File: src/design/ntc_pkg.sv
// Package for the NTC temperature converter: payload types, constants,
// and the log2 mantissa table function. No dependencies.
`default_nettype none
package ntc_pkg;
	localparam int LogTableEntries = 256;
	localparam int IdxW = $clog2(LogTableEntries);
	localparam logic [29:0] Ln2Q30 = 30'd744261118;
	localparam logic [17:0] FaultTemp = -18'sd99900;
	localparam logic [17:0] TempMax = 18'd99899;
	localparam logic [17:0] ZeroCCentiK = 18'd27315;
	localparam logic [17:0] KcMax = 18'd127214;

	// B/T0 in Q30 = B*BetaT0Whole + floor((B*BetaT0Rem + BetaT0Half) / 5963);
	// the inner quotient is exact as (x * BetaT0Recip) >> 40 for x below 2^27
	localparam logic [21:0] BetaT0Whole = 22'd3601347;
	localparam logic [12:0] BetaT0Rem = 13'd4319;
	localparam logic [11:0] BetaT0Half = 12'd2981;
	localparam logic [27:0] BetaT0Recip = 28'd184389004;

	localparam logic [1:0] CFG_FIXED = 2'd0;
	localparam logic [1:0] CFG_NOMINAL = 2'd1;
	localparam logic [1:0] CFG_BETA = 2'd2;

	typedef struct packed {
		logic signed [15:0] sensor_voltage;
		logic signed [15:0] supply_voltage;
	} ntc_in_t;

	typedef struct packed {
		logic signed [17:0] temperature_centi_c;
		logic fault;
	} ntc_out_t;

	// log2(1 + i/N) in Q30 by repeated squaring, truncated
	function automatic logic [30:0] log_tab(input logic [IdxW:0] i);
		logic [63:0] m;
		logic [30:0] res;
		res = '0;
		if (i == (IdxW+1)'(LogTableEntries)) begin
			res = 31'h4000_0000;
		end else begin
			m = 64'h4000_0000 + ((64'(i) << 30) / LogTableEntries);
			for (int b = 29; b >= 0; b--) begin
				m = (m * m) >> 30;
				if (m >= 64'h8000_0000) begin
					res[b] = 1'b1;
					m = m >> 1;
				end
			end
		end
		return res;
	endfunction
endpackage
`default_nettype wire

File: src/design/ntc_divider.sv
// Pipelined restoring divider, one quotient bit per stage, rounded half up.
// Depends on ntc_pkg.
`default_nettype none
module ntc_divider import ntc_pkg::*; (
	input wire logic clk,
	input wire logic [52:0] num,
	input wire logic [36:0] den,
	output logic [17:0] quo
);
	// quotient bits [17:0] of (2num+den)/(2den); dividend is 55 bits
	logic [54:0] rem_s [0:18];
	logic [37:0] d_s [0:18];
	logic [17:0] q_s [0:18];

	always_ff @(posedge clk) begin
		rem_s[0] <= {num, 1'b0} + 55'(den);
		d_s[0] <= {den, 1'b0};
		q_s[0] <= '0;
	end

	for (genvar k = 0; k < 18; k++) begin : g_st
		logic [54:0] sh;
		assign sh = 55'(d_s[k]) << (17 - k);
		always_ff @(posedge clk) begin
			d_s[k+1] <= d_s[k];
			if (rem_s[k] >= sh && (d_s[k] >> (55 - 17 + k)) == '0) begin
				rem_s[k+1] <= rem_s[k] - sh;
				q_s[k+1] <= q_s[k] | (18'd1 << (17 - k));
			end else begin
				rem_s[k+1] <= rem_s[k];
				q_s[k+1] <= q_s[k];
			end
		end
	end

	// saturate when quotient exceeds 18 bits
	always_comb quo = (rem_s[18] >= 55'(d_s[18])) ? '1 : q_s[18];
endmodule
`default_nettype wire
File: config.mk
export PLATFORM = sky130hd
export DESIGN_NAME = ntc_divider
export DESIGN_NICKNAME = d
export VERILOG_FILES = /design/src/design/ntc_pkg.sv /design/src/design/ntc_divider.sv
export SDC_FILE = /design/constraint.sdc
export NUM_CORES = 2
export LEC_CHECK = 0
export BUFFER_PORTS_ARGS = -buffer_cell sky130_fd_sc_hd__buf_2
export CAP_MARGIN = 20
export CORE_AREA = 2 2 610 430
export CTS_CLUSTER_SIZE = 12
export DETAILED_ROUTE_END_ITERATION = 12
export DIE_AREA = 0 0 612 432
export PLACE_DENSITY = 0.52
export SETUP_SLACK_MARGIN = 0.02
export SLEW_MARGIN = 20
export SYNTH_ARGS = -nofsm -noshare
export SYNTH_HDL_FRONTEND = slang
export SYNTH_SLANG_ARGS = --single-unit
File: constraint.sdc
create_clock -name clk -period 4 [get_ports clk]
set_input_delay 1.2 -clock clk [delete_from_list [all_inputs] [get_ports clk]]
set_output_delay 1.2 -clock clk [all_outputs]
set_load 0.005 [all_outputs]
==> impl_metrics.toml <==
[timing]
slew_headroom_pct = 36.7
holdWs_ns = 0.323
setup_viol = 20
clock_skew_ns = 0.0670
finalMaxSlewViolations = 0
setup_ws_ns = -1.21
hold_viol = 0
worstMarginPinSlew_ns = 0.950
rsz0062_at_grt = "true"
period_share_pct = 130
fmax_ghz = 0.192
fin_crit_ns = 5.21

[logic_synthesis]
synth_cell_types = 93
async_reset_ff_share_pct = 0
synth_warnings = 0
syn_nets = 10900
synth_ff_type = "dfxtp_1"
synth.cell_area_um2 = 90200
synth_top_area_share_pct = 42.2
synth_area_leader_cell = "dfxtp_1"
synth-seq-cells = 1900
ys_seq_area_share_pct = 42.2
syn_inst = 10100
avgSynthCellArea_um2 = 8.94
synth-edff-count = 0
synthTopCellsByArea = "dfxtp_1, ha_1, a21oi_1, xnor2_1, inv_1"

[layout]
final_cell_mix = "dfxtp_1, buf_4, inv_1, a21oi_1, nand2_1"
nFillCells = 25500
nets = 12000
fin_cells = 14800
area_growth_syn_to_layout_pct = 23.3
final_common_cell = "dfxtp_1"
fin_util_pct = 42.8
drive_gt1_share_pct = 17.4

[clock_network]
cts_tree = "done"
clkTransAtPathRegs_ns = 0.07
numCtsBuffers = 211
h-tree-depth = 4
cts-root-buf = "clkbuf_16"
clkSinkCount = 1900
insertion_delay_ns = 0.91
clk_path_buf_depth = 4

[worst_setup_path]
cp-startpoint = "d_s[18][16]"
r2r_start = "rem_s[1][70]"
endpoint_kind = "output pin"
cp.arrival_ns = 4.01
crit_path_max_fanout = 10
r2r_slack_ns = -0.04
worstSetupStartpointType = "flip-flop"
required_ns = 2.80
path_class = "reg2out"

[die]
die_width_um = 612
pin_count = 109
core-area_um2 = 259000
initial_core_util_pct = 34.8
num_rows = 157
die_h_um = 432
die_area_um2 = 264000

[power]
cellLeakagePower_nw = 50.7
p_per_area_nw_per_um2 = 895
ir_drop_mv = 0.434
finalPower_mw = 99.5

[routing]
route.detailed.drc = 0
first_iter_violations = 7470
detail_route.first_pass.iterations = 6
wl_per_cell_um = 20.6
routed_wl_mm = 305
routed_via_density = 5.14
antenna_left = 0
vias = 76300

[placed_design]
dp_hpwl_mm = 247
routabilityCongestion = 0.980
dp.cells = 14400
io_buffers = 108

[global_routing]
antenna_found_initial = 19
track_usage_pct = 22.3
grt_max_degree = 51
grt_pass1_vias = 70700
overflow = 0
grt_first_pass_wirelength_mm = 451

[hold_path]
hold_start = "q_s[15][3]"
worstHoldPathType = "reg2reg"

[run_status]
failed_checks = "setup timing"
status = "complete, but fails checks"

[flow_run]
maxCapViolCount = 0
where the power goes:
part | switching (mW) | leakage [nW] | total, mW | internal, mW
combinational | 28.7 | 31.4 | 51.4 | 22.7
clock | 7.85 | 3.34 | 19.2 | 11.4
sequential | 3.96 | 16.0 | 28.8 | 24.8
final timing paths:
kind / end / depth (start not counted)
max: quo[14] / 15
min: q_s[16][3] / 0
max reg2reg: rem_s[2][16] / 19
min reg2reg: q_s[16][3] / 0
through the flow:
step	TNS, ns	area (um2)	setup slack [ns]
detailed placement	-56.44	102000	-1.05
floorplan	0	90200	0.0791
CTS	-24.51	110000	-1.36
global placement	-51.10	102000	-1.17
global route	-28.11	111000	-1.41
finish	-20.98	111000	-1.21
kinds of logic after synthesis:
kind of cell             share of synthesized area, %
AND/OR/NAND/NOR                                  13.7
adder cells (fa/ha/maj)                          10.7
XOR/XNOR                                         7.41
AO/OA/AOI/OAI                                    19.0
buffers and inverters                            5.02
flip-flops                                       42.2
multiplexers                                     1.96
Yosys cell counts (159+ instances only):
master / number
dfxtp_1: 1900
a21oi_1: 902
inv_1: 894
nand2_1: 770
ha_1: 739
nor2_1: 652
o21ai_0: 637
a21o_1: 428
xnor2_1: 426
xor2_1: 337
clkbuf_1: 268
nand3_1: 159
nand4_1: 159
final cells by class:
| class | instances | area (um2) | area share (%) |
|---|---|---|---|
| antenna | 10 | 25.0 | 0.0225 |
| clock buffer | 304 | 6100 | 5.49 |
| clock inverter | 53 | 673 | 0.606 |
| inverter | 896 | 3380 | 3.04 |
| multi-input combinational | 6984 | 49300 | 44.3 |
| sequential | 1900 | 38100 | 34.2 |
| tap | 3498 | 4380 | 3.94 |
| timing repair buffer | 1195 | 9260 | 8.33 |
critical path, stage by stage, from the launching register on:
cell and delay (ns):
dfxtp_1 0.34, inv_2 0.05, ha_4 0.23, a21o_1 0.15
a21o_1 0.17, a21o_1 0.17, a21o_1 0.17, a211o_1 0.26
a221oi_2 0.31, a31oi_4 0.18, o21ai_4 0.27, o41ai_4 0.15
a41oi_4 0.24, buf_12 0.20, nand2b_1 0.08, buf_2 0.13
timing repair:
item,4_1_cts,5_1_grt
buffers inserted,13,29
resized for setup,94,273
hold buffers,0,0
pin swaps,28,104
endpoints found under the setup margin,241,433
cloned,4,6
flip-flops by register name, indices dropped and copies added, names as in the netlist:
register  count
d_s         684
q_s         171
rem_s      1045
metal layers:
metal  GRT usage [%]  part of all wire, %  up-vias
met3            8.39                   12      252
met1            39.5                   58    36000
met4            3.16                  1.1        0
met5            1.11                    0        -
met2            22.8                   29     2590
li1                -                    -    37500
No activity file was read; power rests on OpenSTA's default activity.
